## config.mk

```make
export PLATFORM = sky130hd
export DESIGN_NAME = aes_subbytes_state_top_flat
export DESIGN_NICKNAME = d
export VERILOG_FILES = /design/src/aessb_pkg.sv /design/src/aessb_in_if.sv /design/src/aessb_out_if.sv /design/src/aessb_lane.sv /design/src/aessb_merge.sv /design/src/aes_subbytes_state_top.sv /design/src/flat_wrapper.sv
export SDC_FILE = /design/constraint.sdc
export NUM_CORES = 1
export LEC_CHECK = 0
export BUFFER_PORTS_ARGS = -buffer_cell sky130_fd_sc_hd__buf_2
export CAP_MARGIN = 20
export CORE_MARGIN = 10
export CORE_UTILIZATION = 30
export CTS_CLUSTER_DIAMETER = 50
export DETAILED_ROUTE_END_ITERATION = 10
export GPL_TIMING_DRIVEN = 1
export PLACE_DENSITY = 0.47
export REMOVE_ABC_BUFFERS = 1
export SKIP_CTS_REPAIR_TIMING = 1
export SLEW_MARGIN = 10
export SYNTH_ARGS = -nofsm -noshare
export SYNTH_HDL_FRONTEND = slang
export SYNTH_SLANG_ARGS = --single-unit
```

## constraint.sdc

```tcl
create_clock -name clk -period 15.25 [get_ports clk]
set_input_delay 3.8125 -clock clk [delete_from_list [all_inputs] [get_ports clk]]
set_output_delay 3.8125 -clock clk [all_outputs]
set_load 0.02 [all_outputs]
```

## src/aessb_pkg.sv

```systemverilog
package aessb_pkg;

    // One state byte, and the sixteen bytes of a full state as lanes.
    localparam int unsigned BYTE_W     = 8;
    localparam int unsigned HALF_W     = 64;
    localparam int unsigned HALF_BYTES = HALF_W / BYTE_W;
    localparam int unsigned NUM_LANES  = 2 * HALF_BYTES;

    typedef logic [BYTE_W-1:0] byte_t;
    typedef logic [HALF_W-1:0] half_t;
    typedef byte_t lanes_t [NUM_LANES];

endpackage

```

## src/aessb_in_if.sv

```systemverilog
interface aessb_in_if;
    import aessb_pkg::*;

    logic  valid;
    logic  ready;
    half_t state_low;
    half_t state_high;

    modport source (output valid, output state_low, output state_high, input ready);
    modport sink   (input valid, input state_low, input state_high, output ready);
endinterface

```

## src/aessb_out_if.sv

```systemverilog
interface aessb_out_if;
    import aessb_pkg::*;

    logic  valid;
    logic  ready;
    half_t sub_low;
    half_t sub_high;

    modport source (output valid, output sub_low, output sub_high, input ready);
    modport sink   (input valid, input sub_low, input sub_high, output ready);
endinterface

```

## src/aessb_lane.sv

```systemverilog
// One AES S-box as the Boyar-Peralta gate network: a linear top layer, a
// shared GF(2^4) inversion core and a linear bottom layer.
module aessb_lane
    import aessb_pkg::*;
(
    input  byte_t x,
    output byte_t y
);

    logic u0, u1, u2, u3, u4, u5, u6, u7;
    logic l1, l2, l3, l4, l5, l6, l7, l8, l9, l10, l11, l12, l13, l14, l15;
    logic l16, l17, l18, l19, l20, l21;
    logic g0, g1, g2, g3, g4, g5, g6, g7, g8, g9, g10, g11, g12, g13, g14, g15;
    logic g16, g17, g18, g19, g20, g21, g22, g23, g24, g25, g26, g27, g28, g29;
    logic g30, g31, g32, g33, g34, g35, g36, g37, g38, g39, g40, g41, g42, g43;
    logic g44, g45;
    logic m0, m1, m2, m3, m4, m5, m6, m7, m8, m9, m10, m11, m12, m13, m14, m15;
    logic m16, m17;
    logic c1, c2, c3, c4, c5, c6, c7, c8, c9, c10, c11, c12, c13, c14;
    logic c16, c17, c18, c20, c21, c26;
    logic s0, s1, s2, s3, s4, s5, s6, s7;

    // Bit 7 of the byte is circuit input U0.
    assign {u0, u1, u2, u3, u4, u5, u6, u7} = x;

    // Top linear layer.
    assign l14 = u3 ^ u5;
    assign l13 = u0 ^ u6;
    assign l9  = u0 ^ u3;
    assign l8  = u0 ^ u5;
    assign g0  = u1 ^ u2;
    assign l1  = g0 ^ u7;
    assign l4  = l1 ^ u3;
    assign l12 = l13 ^ l14;
    assign l2  = l1 ^ u0;
    assign l5  = l1 ^ u6;
    assign l3  = l5 ^ l8;
    assign g1  = u4 ^ l12;
    assign l15 = g1 ^ u5;
    assign l20 = g1 ^ u1;
    assign l6  = l15 ^ u7;
    assign l10 = l15 ^ g0;
    assign l11 = l20 ^ l9;
    assign l7  = u7 ^ l11;
    assign l17 = l10 ^ l11;
    assign l19 = l10 ^ l8;
    assign l16 = g0 ^ l11;
    assign l21 = l13 ^ l16;
    assign l18 = u0 ^ l16;

    // Nonlinear core.
    assign g2  = l12 & l15;
    assign g3  = l3 & l6;
    assign g4  = g3 ^ g2;
    assign g5  = l4 & u7;
    assign g6  = g5 ^ g2;
    assign g7  = l13 & l16;
    assign g8  = l5 & l1;
    assign g9  = g8 ^ g7;
    assign g10 = l2 & l7;
    assign g11 = g10 ^ g7;
    assign g12 = l9 & l11;
    assign g13 = l14 & l17;
    assign g14 = g13 ^ g12;
    assign g15 = l8 & l10;
    assign g16 = g15 ^ g12;
    assign g17 = g4 ^ l20;
    assign g18 = g6 ^ g16;
    assign g19 = g9 ^ g14;
    assign g20 = g11 ^ g16;
    assign g21 = g17 ^ g14;
    assign g22 = g18 ^ l19;
    assign g23 = g19 ^ l21;
    assign g24 = g20 ^ l18;
    assign g25 = g21 ^ g22;
    assign g26 = g21 & g23;
    assign g27 = g24 ^ g26;
    assign g28 = g25 & g27;
    assign g29 = g28 ^ g22;
    assign g30 = g23 ^ g24;
    assign g31 = g22 ^ g26;
    assign g32 = g31 & g30;
    assign g33 = g32 ^ g24;
    assign g34 = g23 ^ g33;
    assign g35 = g27 ^ g33;
    assign g36 = g24 & g35;
    assign g37 = g36 ^ g34;
    assign g38 = g27 ^ g36;
    assign g39 = g29 & g38;
    assign g40 = g25 ^ g39;
    assign g41 = g40 ^ g37;
    assign g42 = g29 ^ g33;
    assign g43 = g29 ^ g40;
    assign g44 = g33 ^ g37;
    assign g45 = g42 ^ g41;

    assign m0  = g44 & l15;
    assign m1  = g37 & l6;
    assign m2  = g33 & u7;
    assign m3  = g43 & l16;
    assign m4  = g40 & l1;
    assign m5  = g29 & l7;
    assign m6  = g42 & l11;
    assign m7  = g45 & l17;
    assign m8  = g41 & l10;
    assign m9  = g44 & l12;
    assign m10 = g37 & l3;
    assign m11 = g33 & l4;
    assign m12 = g43 & l13;
    assign m13 = g40 & l5;
    assign m14 = g29 & l2;
    assign m15 = g42 & l9;
    assign m16 = g45 & l14;
    assign m17 = g41 & l8;

    // Bottom linear layer; four outputs come out inverted.
    assign c1  = m15 ^ m16;
    assign c2  = m10 ^ c1;
    assign c3  = m9 ^ c2;
    assign c4  = m0 ^ m2;
    assign c5  = m1 ^ m0;
    assign c6  = m3 ^ m4;
    assign c7  = m12 ^ c4;
    assign c8  = m7 ^ c6;
    assign c9  = m8 ^ c7;
    assign c10 = c8 ^ c9;
    assign c11 = c6 ^ c5;
    assign c12 = m3 ^ m5;
    assign c13 = m13 ^ c1;
    assign c14 = c4 ^ c12;
    assign s3  = c3 ^ c11;
    assign c16 = m6 ^ c8;
    assign c17 = m14 ^ c10;
    assign c18 = c13 ^ c14;
    assign s7  = ~(m12 ^ c18);
    assign c20 = m15 ^ c16;
    assign c21 = c2 ^ m11;
    assign s0  = c3 ^ c16;
    assign s6  = ~(c10 ^ c18);
    assign s4  = c14 ^ s3;
    assign s1  = ~(s3 ^ c16);
    assign c26 = c17 ^ c20;
    assign s2  = ~(c26 ^ m17);
    assign s5  = c21 ^ c17;

    // Output S0 goes to bit 7.
    assign y = {s0, s1, s2, s3, s4, s5, s6, s7};

endmodule

```

## src/aessb_merge.sv

```systemverilog
// Gathers the sixteen lane results into the two output halves and holds
// them in an output register backed by a skid register, so that one item
// can be taken while the previous result waits on the output.
module aessb_merge
    import aessb_pkg::*;
(
    input  logic                clk,
    input  logic                rst_n,
    input  logic                lanes_valid,
    output logic                lanes_ready,
    input  lanes_t              lanes,
    aessb_out_if.source         sub
);

    half_t merged_low;
    half_t merged_high;
    logic  accept;
    logic  pop;
    logic  load_out;

    logic  out_valid_reg, out_valid_next;
    half_t out_low_reg, out_low_next;
    half_t out_high_reg, out_high_next;
    logic  skid_valid_reg, skid_valid_next;
    half_t skid_low_reg, skid_low_next;
    half_t skid_high_reg, skid_high_next;

    always_comb
    begin
        for (int k = 0; k < int'(HALF_BYTES); k++)
        begin
            merged_low[k*BYTE_W +: BYTE_W]  = lanes[k];
            merged_high[k*BYTE_W +: BYTE_W] = lanes[k + int'(HALF_BYTES)];
        end
    end

    assign lanes_ready = ~skid_valid_reg;
    assign accept      = lanes_valid & lanes_ready;
    assign pop         = out_valid_reg & sub.ready;
    assign load_out    = ~out_valid_reg | pop;

    always_comb
    begin
        out_valid_next  = out_valid_reg;
        out_low_next    = out_low_reg;
        out_high_next   = out_high_reg;
        skid_valid_next = skid_valid_reg;
        skid_low_next   = skid_low_reg;
        skid_high_next  = skid_high_reg;
        if (load_out)
        begin
            if (skid_valid_reg)
            begin
                out_low_next  = skid_low_reg;
                out_high_next = skid_high_reg;
            end
            else
            begin
                out_low_next  = merged_low;
                out_high_next = merged_high;
            end
            out_valid_next  = skid_valid_reg | accept;
            skid_valid_next = 1'b0;
        end
        else if (accept)
        begin
            skid_valid_next = 1'b1;
            skid_low_next   = merged_low;
            skid_high_next  = merged_high;
        end
    end

    always_ff @(posedge clk or negedge rst_n)
    begin
        if (!rst_n)
        begin
            out_valid_reg  <= 1'b0;
            skid_valid_reg <= 1'b0;
        end
        else
        begin
            out_valid_reg  <= out_valid_next;
            skid_valid_reg <= skid_valid_next;
        end
    end

    always_ff @(posedge clk)
    begin
        out_low_reg   <= out_low_next;
        out_high_reg  <= out_high_next;
        skid_low_reg  <= skid_low_next;
        skid_high_reg <= skid_high_next;
    end

    assign sub.valid    = out_valid_reg;
    assign sub.sub_low  = out_low_reg;
    assign sub.sub_high = out_high_reg;

`ifndef SYNTH
    // The skid register only fills behind a waiting output result.
    a_skid_behind_out: assert property (@(posedge clk) disable iff (!rst_n)
        skid_valid_reg |-> out_valid_reg)
        else $error("skid register holds an item with the output empty");

    // An item taken while the output stalls lands in the skid register.
    a_stall_to_skid: assert property (@(posedge clk) disable iff (!rst_n)
        (accept && out_valid_reg && !sub.ready) |=> skid_valid_reg)
        else $error("item taken during an output stall was dropped");

    // A drained skid entry becomes the next output result.
    a_skid_drain: assert property (@(posedge clk) disable iff (!rst_n)
        (skid_valid_reg && sub.ready) |=>
            (out_valid_reg && out_low_reg == $past(skid_low_reg)
             && out_high_reg == $past(skid_high_reg)))
        else $error("skid entry lost on drain");

    // With no backlog, a taken item is on the output in the next cycle.
    a_direct_load: assert property (@(posedge clk) disable iff (!rst_n)
        (accept && load_out) |=>
            (out_valid_reg && out_low_reg == $past(merged_low)
             && out_high_reg == $past(merged_high)))
        else $error("item not loaded into the output register");
`endif

endmodule

```

## src/aes_subbytes_state_top.sv

```systemverilog
// Channel   Role     Payload                     Handshake
// state_ch  sink     state_low, state_high (64)  valid / ready
// sub_ch    source   sub_low, sub_high (64)      valid / ready
//
// Each item is substituted on the way in and its result registered in the
// output register, or in the skid register while sub_ch stalls. One item per
// cycle is sustained while sub_ch is ready, set by the sixteen S-box lanes.
// Reset clears only the valid flags of the output and skid registers.
// A stalled output keeps one more item in the skid register; state_ch.ready
// falls only while that register is full.
//
// The state is split into sixteen bytes. Byte k of the state is lane k:
// bytes 0 to 7 come from state_low, bytes 8 to 15 from state_high, byte 0
// and byte 8 in the low bits of their halves. Every lane is a copy of the
// Boyar-Peralta S-box network, and the merge stage packs the lane results
// back into two halves with the same byte order before registering them.
module aes_subbytes_state_top
    import aessb_pkg::*;
(
    input  logic        clk,
    input  logic        rst_n,
    aessb_in_if.sink    state_ch,
    aessb_out_if.source sub_ch
);

    lanes_t lane_in;
    lanes_t lane_out;

    // Split both halves into per-byte lanes.
    always_comb
    begin
        for (int k = 0; k < int'(HALF_BYTES); k++)
        begin
            lane_in[k]                   = state_ch.state_low[k*BYTE_W +: BYTE_W];
            lane_in[k + int'(HALF_BYTES)] = state_ch.state_high[k*BYTE_W +: BYTE_W];
        end
    end

    // Sixteen S-box lanes work on the bytes of the item side by side.
    for (genvar g = 0; g < NUM_LANES; g++)
    begin : g_lane
        aessb_lane u_lane (
            .x (lane_in[g]),
            .y (lane_out[g])
        );
    end

    // Merge and register; the skid register keeps the input side moving.
    aessb_merge u_merge (
        .clk         (clk),
        .rst_n       (rst_n),
        .lanes_valid (state_ch.valid),
        .lanes_ready (state_ch.ready),
        .lanes       (lane_out),
        .sub         (sub_ch)
    );

endmodule

```

## src/flat_wrapper.sv

```systemverilog
// flat-port wrapper written by rule: the top's interface ports become plain ports
module aes_subbytes_state_top_flat import aessb_pkg::*;
  (clk, rst_n, state_ch_valid, state_ch_state_low, state_ch_state_high, state_ch_ready, sub_ch_valid, sub_ch_sub_low, sub_ch_sub_high, sub_ch_ready);
  aessb_in_if state_ch_i ();
  aessb_out_if sub_ch_i ();
  input  logic clk;
  input  logic rst_n;
  input wire logic [$bits(state_ch_i.valid)-1:0] state_ch_valid;
  input wire logic [$bits(state_ch_i.state_low)-1:0] state_ch_state_low;
  input wire logic [$bits(state_ch_i.state_high)-1:0] state_ch_state_high;
  output wire logic [$bits(state_ch_i.ready)-1:0] state_ch_ready;
  output wire logic [$bits(sub_ch_i.valid)-1:0] sub_ch_valid;
  output wire logic [$bits(sub_ch_i.sub_low)-1:0] sub_ch_sub_low;
  output wire logic [$bits(sub_ch_i.sub_high)-1:0] sub_ch_sub_high;
  input wire logic [$bits(sub_ch_i.ready)-1:0] sub_ch_ready;
  assign state_ch_i.valid = state_ch_valid;
  assign state_ch_i.state_low = state_ch_state_low;
  assign state_ch_i.state_high = state_ch_state_high;
  assign state_ch_ready = state_ch_i.ready;
  assign sub_ch_valid = sub_ch_i.valid;
  assign sub_ch_sub_low = sub_ch_i.sub_low;
  assign sub_ch_sub_high = sub_ch_i.sub_high;
  assign sub_ch_i.ready = sub_ch_ready;
  aes_subbytes_state_top u_core (.clk(clk), .rst_n(rst_n), .state_ch(state_ch_i), .sub_ch(sub_ch_i));
endmodule
```

# Yosys cells after proc, flatten, opt, wreduce, memory -nomap -nowiden
# Index checks and enable logic that the tools add are counted.
# word_totals
ff_bits	258
# classes
muxes	4
n_reduce_logical	2
bitwise_logic	1879
# op_table
cell	n
XOR 1 bit	1296
bitwise AND 1 bit	514
two-way mux 64 bit	2
inverter 1 bit	67
two-way mux 1 bit	2
OR 1 bit	2
AND reduction 2 bit	1
nonzero test 2 bit	1

# Logic depth before layout (Yosys ltp)
# Gate-level depths: netlist of the first run.
# depth
depth_word	29
ltp_mapped	23
depth_no_buf	21

# Cells and area by module
# Synthesis of the first run repeated with hierarchy kept, for this count alone.
# unflattened
hier_cells	4350
area_unflattened_um2	37701.2
# modules_own_cells
mod	n_inst	cells_per_inst	area_each_um2
aessb_lane at u_core.g_lane[0].u_lane ...	13	247	1747.9
aessb_merge	1	407	9681.8
aessb_lane at u_core.g_lane[7].u_lane ...	3	244	1765.4

# Least setup slack after synthesis of the first run
# OpenSTA, ideal clock, no wires.
# synth_path
path_kind	in2reg
start	input sub_ch_ready
end	register u_core.u_merge.skid_high_reg[0] (enable)
n_path_buf	0
required_time_ns	14.452
t_arrival_ns	16.593
path_slack_ns	-2.142
path_stages	2
setup_ns	0.798
cell_sequence	nand2b_1 > nor3b_1
# synth_between
elab_chain_len	4
# synth_rtl
item	line	source
start, declared	flat_wrapper.sv:15	input wire logic [$bits(sub_ch_i.ready)-1:0] sub_ch_ready;
bitwise AND 1 bit	aessb_merge.sv:39	assign pop = out_valid_reg & sub.ready;
OR 1 bit	aessb_merge.sv:40	assign load_out = ~out_valid_reg | pop;
inverter 1 bit (no source line)	--	
AND reduction 2 bit (no source line)	--	
end signal, assigned	aessb_merge.sv:92	skid_high_reg <= skid_high_next;
end, declared	aessb_merge.sv:26	half_t skid_high_reg, skid_high_next;
# Every way passes these cells.
# A chain may end at the register's enable or synchronous reset.

# Final worst setup path of the first run
# layout_path
start	input state_ch_state_high[31]
end	register u_core.u_merge.out_high_reg[30] (netlist: u_core.u_merge.sub.sub_high[30]) (data pin)
# layout_between
elab_chain_len	29
elab_cells_between_ends	82
# layout_rtl
item	line	source
start, declared	flat_wrapper.sv:10	input wire logic [$bits(state_ch_i.state_high)-1:0] state_ch_state_high;
XOR 1 bit	aessb_lane.sv:28	assign l13 = u0 ^ u6;
XOR 1 bit	aessb_lane.sv:34	assign l12 = l13 ^ l14;
XOR 1 bit	aessb_lane.sv:38	assign g1 = u4 ^ l12;
XOR 1 bit (on tied branches)	aessb_lane.sv:40, aessb_lane.sv:39	
XOR 1 bit (on tied branches)	aessb_lane.sv:43, aessb_lane.sv:42	
XOR 1 bit (on tied branches)	aessb_lane.sv:47, aessb_lane.sv:45	
bitwise AND 1 bit (on tied branches)	aessb_lane.sv:57, aessb_lane.sv:63	
XOR 1 bit (on tied branches)	aessb_lane.sv:59, aessb_lane.sv:64	
[... 14 more ...]	--	
XOR 1 bit	aessb_lane.sv:117	assign c1 = m15 ^ m16;
XOR 1 bit	aessb_lane.sv:118	assign c2 = m10 ^ c1;
XOR 1 bit	aessb_lane.sv:119	assign c3 = m9 ^ c2;
XOR 1 bit	aessb_lane.sv:131	assign s3 = c3 ^ c11;
XOR 1 bit *	aessb_lane.sv:141	assign s1 = ~(s3 ^ c16);
inverter 1 bit *	aessb_lane.sv:141	
net u_core.g_lane[11].u_lane.s1	aessb_lane.sv:21	logic s0, s1, s2, s3, s4, s5, s6, s7;
two-way mux 64 bit *	aessb_merge.sv:52	if (skid_valid_reg)
end signal, assigned	aessb_merge.sv:90	out_high_reg <= out_high_next;
end, declared	aessb_merge.sv:23	half_t out_high_reg, out_high_next;
# The timed path passes the listed nets; every way through them passes the cells marked *.

==> results.sh, run 1 <==
export IMPL_yosys_area_top_type="edfxtp_1"
export IMPL_finalMaxSlewViolations=0
export IMPL_cts_tree="yes"
export IMPL_period_needed_ns=9.925
export IMPL_fmax_mhz=100.8
export IMPL_tightest_slew_ns=1.091
export IMPL_grt_pass1_wl_um=170700
export IMPL_rsz0062_at_grt="no"
export IMPL_cpPeakStageDelay_ns=0.74
export IMPL_holdPathStages=2
export IMPL_end_kind="flip-flop"
export IMPL_worstPathMaxFanout=18
export IMPL_h_tree_depth=2
export IMPL_synth_edff_count=256
export IMPL_clk_pin_slew_worst_paths_ns=0.06
export IMPL_finalWirelength_um=108600
export IMPL_synthTopCellsByArea="edfxtp_1 22%, xnor2_1 15%, xor2_1 6.5%, xnor3_1 5.1%, mux2_2 4.2%"
export IMPL_start_util_pct=30.26
export IMPL_drtIter0Drc=2193
export IMPL_avgSynthCellArea_sq_um=8.751
export IMPL_worst_hold_startpoint="u_core.u_merge.skid_low_reg[63]$_DFFE_PP_"
export IMPL_fin_area_sq_um=39710
export IMPL_cp_num_buf_inv=2
export IMPL_crit_path_frequent_cell="xnor2_1"
export IMPL_gp_congestion=0.8909
export IMPL_cp_required_ns=15.60
export IMPL_cp_slowest_cell="xor2_2"
export IMPL_yosysSeqAreaShare_pct=21.97
export IMPL_drive_gt1_share_pct=15.29
export IMPL_ff2ff_path_depth=4
export IMPL_synth_cell_types=110
export IMPL_yosysMostFrequentCell="xnor2_1"
export IMPL_num_vias=30590
export IMPL_crit_family="XOR/XNOR gates"
export IMPL_r2r_slack_ns=12.45
export IMPL_clock_path_buffers=3
export IMPL_vias_per_cell=5.321
export IMPL_yosys_warnings=0
export IMPL_r2r_end="u_core.u_merge.sub.sub_high[21]$_DFFE_PN_"
export IMPL_io_pins=262
export IMPL_worstSetupPathType="input pin to flip-flop"
export IMPL_portBuffers=261
export IMPL_hold_viol_final=0
export IMPL_cts_root_buf="clkbuf_16"
export IMPL_crit_arrival_ns=10.27
export IMPL_skew_ns=0.03204
export IMPL_startpoint_type="input pin"
export IMPL_placed_cell_area_sq_um=38020
export IMPL_area_growth_pct=12.76
export IMPL_wl_per_cell_um=18.90
export IMPL_cap_violations=0
export IMPL_drtPass1Iterations=8
export IMPL_status="complete, no violations"
export IMPL_rows=125
export IMPL_ys_flop_type="edfxtp_1"
export IMPL_netlist_top_cells_count="601 x xnor2_1, 375 x nand2_1, 311 x nor2_1"
export IMPL_maxSlewHeadroom_pct=26.36
export IMPL_die_h_um=362.6
export IMPL_design_core_area_sq_um=116400
export IMPL_synth_top_area_share_pct=21.83
export IMPL_die_w_um=362.6
export IMPL_synth_area_sq_um=35210
export IMPL_ant_nets=0
export IMPL_fp_dieArea_sq_um=131500
export IMPL_min_to="u_core.u_merge.sub.sub_low[63]$_DFFE_PN_"
export IMPL_antenna_found_initial=11
export IMPL_r2r_start="u_core.u_merge.skid_valid_reg$_DFFE_PN0P_"
export IMPL_ys_ff_latch=258
export IMPL_grt_use_total_pct=15.80
export IMPL_path_cells="buf_2 > xnor2_1 > xnor2_1 > xnor2_1 > ha_1 > xnor2_1 > inv_2 > ha_1 > xnor2_1 > xnor2_1 > xor2_2 > nor2_1 > nand2_1 > a21oi_1 > a2111oi_1 > xnor3_1 > xor2_1 > xnor2_1 > mux2_2"
export IMPL_grt_overflow_total=0
export IMPL_ys_async_sr_fraction_pct=0.7752
export IMPL_dp_hpwl_um=81990
export IMPL_cts_sinks=258
export IMPL_nNetsFinal=4375
export IMPL_grt_pass1_vias=29430
export IMPL_clock_latency_ns=0.63
export IMPL_setup_viol_count_final=0
export IMPL_min_path_type="flip-flop to flip-flop"
export IMPL_synth_cells=4024
export IMPL_drc=0
export IMPL_grt_start_max_net_pins=129
export IMPL_fin_crit_sh_pct=65.08
export IMPL_cts_buffers=48
[per-stage QoR]
stage	utilization, %	hold slack, ns	std cells	TNS, ns	setup WS, ns
floorplan	-	0.4874	3800	-274.24	-2.143
global placement	32.68	0.5086	5651	0	4.838
detailed placement	32.68	0.4966	5651	0	4.774
CTS	34.10	0.5106	5741	0	5.439
global route	34.12	0.5423	5746	0	4.786
finish	34.12	0.5078	5748	0	5.325
[cell usage in the layout, fill, tap and decap left out, drive strengths merged, types with 26 or more instances in the layout]
cell type and n:
a211oi 58, a21oi 244, a22oi 26, a31oi 56
and2 32, buf 328, clkbuf 53, edfxtp 256
ha 64, inv 126, mux2 132, mux2i 94
nand2 377, nand2b 39, nand3 101, nor2 317
nor2b 31, nor3 124, o211ai 45, o21ai 190
o221ai 29, o22ai 47, xnor2 625, xnor3 83
xor2 271, xor3 42
[metal layers]
layer  up-vias  track usage (%)  share of wire (%)
met5         -                0              0.033
met4         6            4.188                2.1
met3       143            2.630                5.5
met2       881            25.74                 46
met1     14610            21.47                 46
li1      14950                -                  -
[worst reg2reg max path, stage by stage (launching register included)]
cell	delay [ns]
dfrtp_2	0.46
inv_6	0.27
buf_4	0.79
buf_4	0.61
mux2_2	0.43
[worst max path at each step]
stage                       startpoint  slack, ns                                         to  cells after the start
3_3_place_gp   state_ch_state_high[26]       4.84  u_core.u_merge.sub.sub_high[24]$_DFFE_PN_                     21
4_1_cts        state_ch_state_high[31]       5.44  u_core.u_merge.sub.sub_high[30]$_DFFE_PN_                     19
3_5_place_dp   state_ch_state_high[31]       4.77  u_core.u_merge.sub.sub_high[30]$_DFFE_PN_                     19
6_report       state_ch_state_high[31]       5.33  u_core.u_merge.sub.sub_high[30]$_DFFE_PN_                     19
2_1_floorplan             sub_ch_ready      -2.14  u_core.u_merge.skid_high_reg[0]$_DFFE_PP_                      2
5_1_grt        state_ch_state_high[31]       4.79  u_core.u_merge.sub.sub_high[24]$_DFFE_PN_                     20
[area by class of cell]
cell class / count / area [sq um]
fillers: 12180 / 76650
multi-input cells: 3427 / 26130
flip-flops and latches: 258 / 7739
well taps: 1524 / 1907
repair buffers: 329 / 1829
clock buffers: 52 / 1237
inverters: 115 / 436.7
clock inverters: 38 / 421.7
diodes: 5 / 12.51
[logic make-up after synthesis]
kind of cell,count (synthesis),share of synthesized area (%)
buf+inv,339,3.916
flops,258,21.97
simple gates,1140,14.87
xor+xnor,1021,31.30
fa+ha+maj,69,2.416
mux,229,7.096
compound gates,968,18.43
Power of run 1 is left out: the tool's default activity adds up to more than one toggle a clock period on the data nets, which glitch-free logic cannot reach.
==> run 2, diff against run 1 <==
==> constraint.sdc (replaced) <==
create_clock -name clk -period 9.9 [get_ports clk]
set_input_delay 2.475 -clock clk [delete_from_list [all_inputs] [get_ports clk]]
set_output_delay 2.475 -clock clk [all_outputs]
set_load 0.02 [all_outputs]
==> run 2 against run 1 <==
Register-to-register slack lost 5.5 ns. Clock skew fell by 0.0094 ns. Sequential share of layout area down 0.13 points. First-iteration DRC count up 7.0%. Setup slack lost 3.9 ns. Wire length is 0.10% lower. Hold slack improved by 0.0039 ns. Non-clock buffer count increased by 24. Critical path depth is the same. Cell count is 0.49% higher. Clock-buffer cell count is 2 higher. Die area unchanged.
==> results.sh, run 2 (synthesis gave the netlist of run 1 again) <==
export IMPL_nNetsFinal=4402
export IMPL_holdPathStages=2
export IMPL_r2r_end="u_core.u_merge.sub.sub_high[28]$_DFFE_PN_"
export IMPL_worstSetupPathType="input pin to flip-flop"
export IMPL_ant_nets=0
export IMPL_finalWirelength_um=108500
export IMPL_vias_per_cell=5.278
export IMPL_fmax_mhz=118.5
export IMPL_min_path_type="flip-flop to flip-flop"
export IMPL_h_tree_depth=2
export IMPL_worstPathMaxFanout=16
export IMPL_period_needed_ns=8.442
export IMPL_cp_slowest_cell="nor2_1"
export IMPL_crit_path_frequent_cell="xnor2_1"
export IMPL_clock_path_buffers=3
export IMPL_multi_input_comb_area_sq_um=26130
export IMPL_grt_overflow_total=0
export IMPL_tightest_slew_ns=1.072
export IMPL_fp_dieArea_sq_um=131500
export IMPL_startpoint_type="input pin"
export IMPL_worstSetupPathDepth=19
export IMPL_cts_root_buf="clkbuf_16"
export IMPL_fin_crit_sh_pct=85.27
export IMPL_finalMaxSlewViolations=0
export IMPL_design_core_area_sq_um=116400
export IMPL_cpPeakStageDelay_ns=0.83
export IMPL_regArea_sq_um=7739
export IMPL_cts_sinks=258
export IMPL_dpl_cell_count=5676
export IMPL_drc=0
export IMPL_grt_pass1_wl_um=171600
export IMPL_clk_pin_slew_worst_paths_ns=0.06
export IMPL_crit_arrival_ns=8.80
export IMPL_min_to="u_core.u_merge.sub.sub_low[63]$_DFFE_PN_"
export IMPL_final_cell_mix="599 x xnor2_1, 375 x nand2_1, 311 x nor2_1, 263 x xor2_1, 261 x buf_2"
export IMPL_die_h_um=362.6
export IMPL_rsz0062_at_grt="no"
export IMPL_dp_hpwl_um=82700
export IMPL_fin_area_sq_um=39980
export IMPL_setup_viol_count_final=0
export IMPL_cts_tree="yes"
export IMPL_cap_violations=0
export IMPL_rows=125
export IMPL_crit_family="XOR/XNOR gates"
export IMPL_antenna_found_initial=7
export IMPL_area_growth_pct=13.54
export IMPL_hold_viol_final=0
export IMPL_ff2ff_path_depth=4
export IMPL_cp_num_buf_inv=2
export IMPL_placed_cell_area_sq_um=38210
export IMPL_grt_use_total_pct=15.88
export IMPL_portBuffers=261
export IMPL_end_kind="flip-flop"
export IMPL_r2r_start="u_core.u_merge.skid_valid_reg$_DFFE_PN0P_"
export IMPL_io_pins=262
export IMPL_start_util_pct=30.26
export IMPL_drtIter0Drc=2347
export IMPL_worst_hold_startpoint="u_core.u_merge.skid_low_reg[63]$_DFFE_PP_"
export IMPL_skew_ns=0.02264
export IMPL_cts_buffers=51
export IMPL_drive_gt1_share_pct=15.93
export IMPL_wl_per_cell_um=18.79
export IMPL_path_cells="buf_2 > xnor2_1 > xnor2_1 > xnor2_1 > ha_1 > xnor2_1 > inv_2 > xnor3_1 > nor2_2 > xor2_1 > nor3_1 > nor2_1 > o22ai_1 > a211oi_1 > xor2_1 > xnor3_1 > xor2_1 > xnor2_1 > mux2_2"
export IMPL_die_w_um=362.6
export IMPL_stdcell_count=5776
export IMPL_final_common_cell="xnor2_1"
export IMPL_maxSlewHeadroom_pct=28.33
export IMPL_drtPass1Iterations=5
export IMPL_cp_required_ns=10.26
export IMPL_grt_start_max_net_pins=129
export IMPL_r2r_slack_ns=6.99
export IMPL_grt_pass1_vias=29810
export IMPL_clock_latency_ns=0.62
export IMPL_fillers=12120
export IMPL_num_vias=30490
export IMPL_status="complete, no violations"
export IMPL_gp_congestion=0.8809
==> run 2: tightest hold or removal path: stages, from the launching register on <==
cell,delay (ns)
edfxtp_1,0.32
nand2_1,0.05
nand2_1,0.05
==> run 2: final cells by class <==
class                   count  area share [%]
inverters                 115           1.092
clock inverters            42           1.117
repair buffers            353           5.026
well taps                1524           4.769
clock buffers              54           3.273
flip-flops and latches    258           19.36
multi-input cells        3427           65.35
diodes                      3         0.01878
==> run 2: worst max path at each step <==
stage,startpoint,to,slack (ns)
floorplan,sub_ch_ready,u_core.u_merge.skid_high_reg[0]$_DFFE_PP_,-6.16
global placement,state_ch_state_low[47],u_core.u_merge.sub.sub_low[46]$_DFFE_PN_,1.08
detailed placement,state_ch_state_high[31],u_core.u_merge.sub.sub_high[30]$_DFFE_PN_,0.94
global route,state_ch_state_high[31],u_core.u_merge.sub.sub_high[30]$_DFFE_PN_,1.09
finish,state_ch_state_high[31],u_core.u_merge.sub.sub_high[30]$_DFFE_PN_,1.46
CTS,state_ch_state_high[31],u_core.u_merge.sub.sub_high[30]$_DFFE_PN_,1.62
==> run 2: per-stage QoR <==
stage               setup TNS, ns  setup WS (ns)  hold WS (ns)  utilization [%]
CTS                             0          1.623        0.5169            34.35
detailed placement              0         0.9411        0.5045            32.84
finish                          0          1.458        0.5118            34.36
global route                    0          1.088        0.5467            34.35
floorplan                 -787.84         -6.155        0.4874                -
global placement                0          1.079        0.4999            32.84
==> run 2: metal layers <==
metal  track usage [%]  part of all wire (%)  up-vias  wire, um
li1                  -                     -    15000         -
met1             21.00                    46    14510     49430
met2             26.25                    47      806     50690
met3             2.875                   5.2      165      5589
met4             4.500                   2.6        4      2777
met5                 0                 0.021        -        23
Power of run 2 is left out for the same reason.
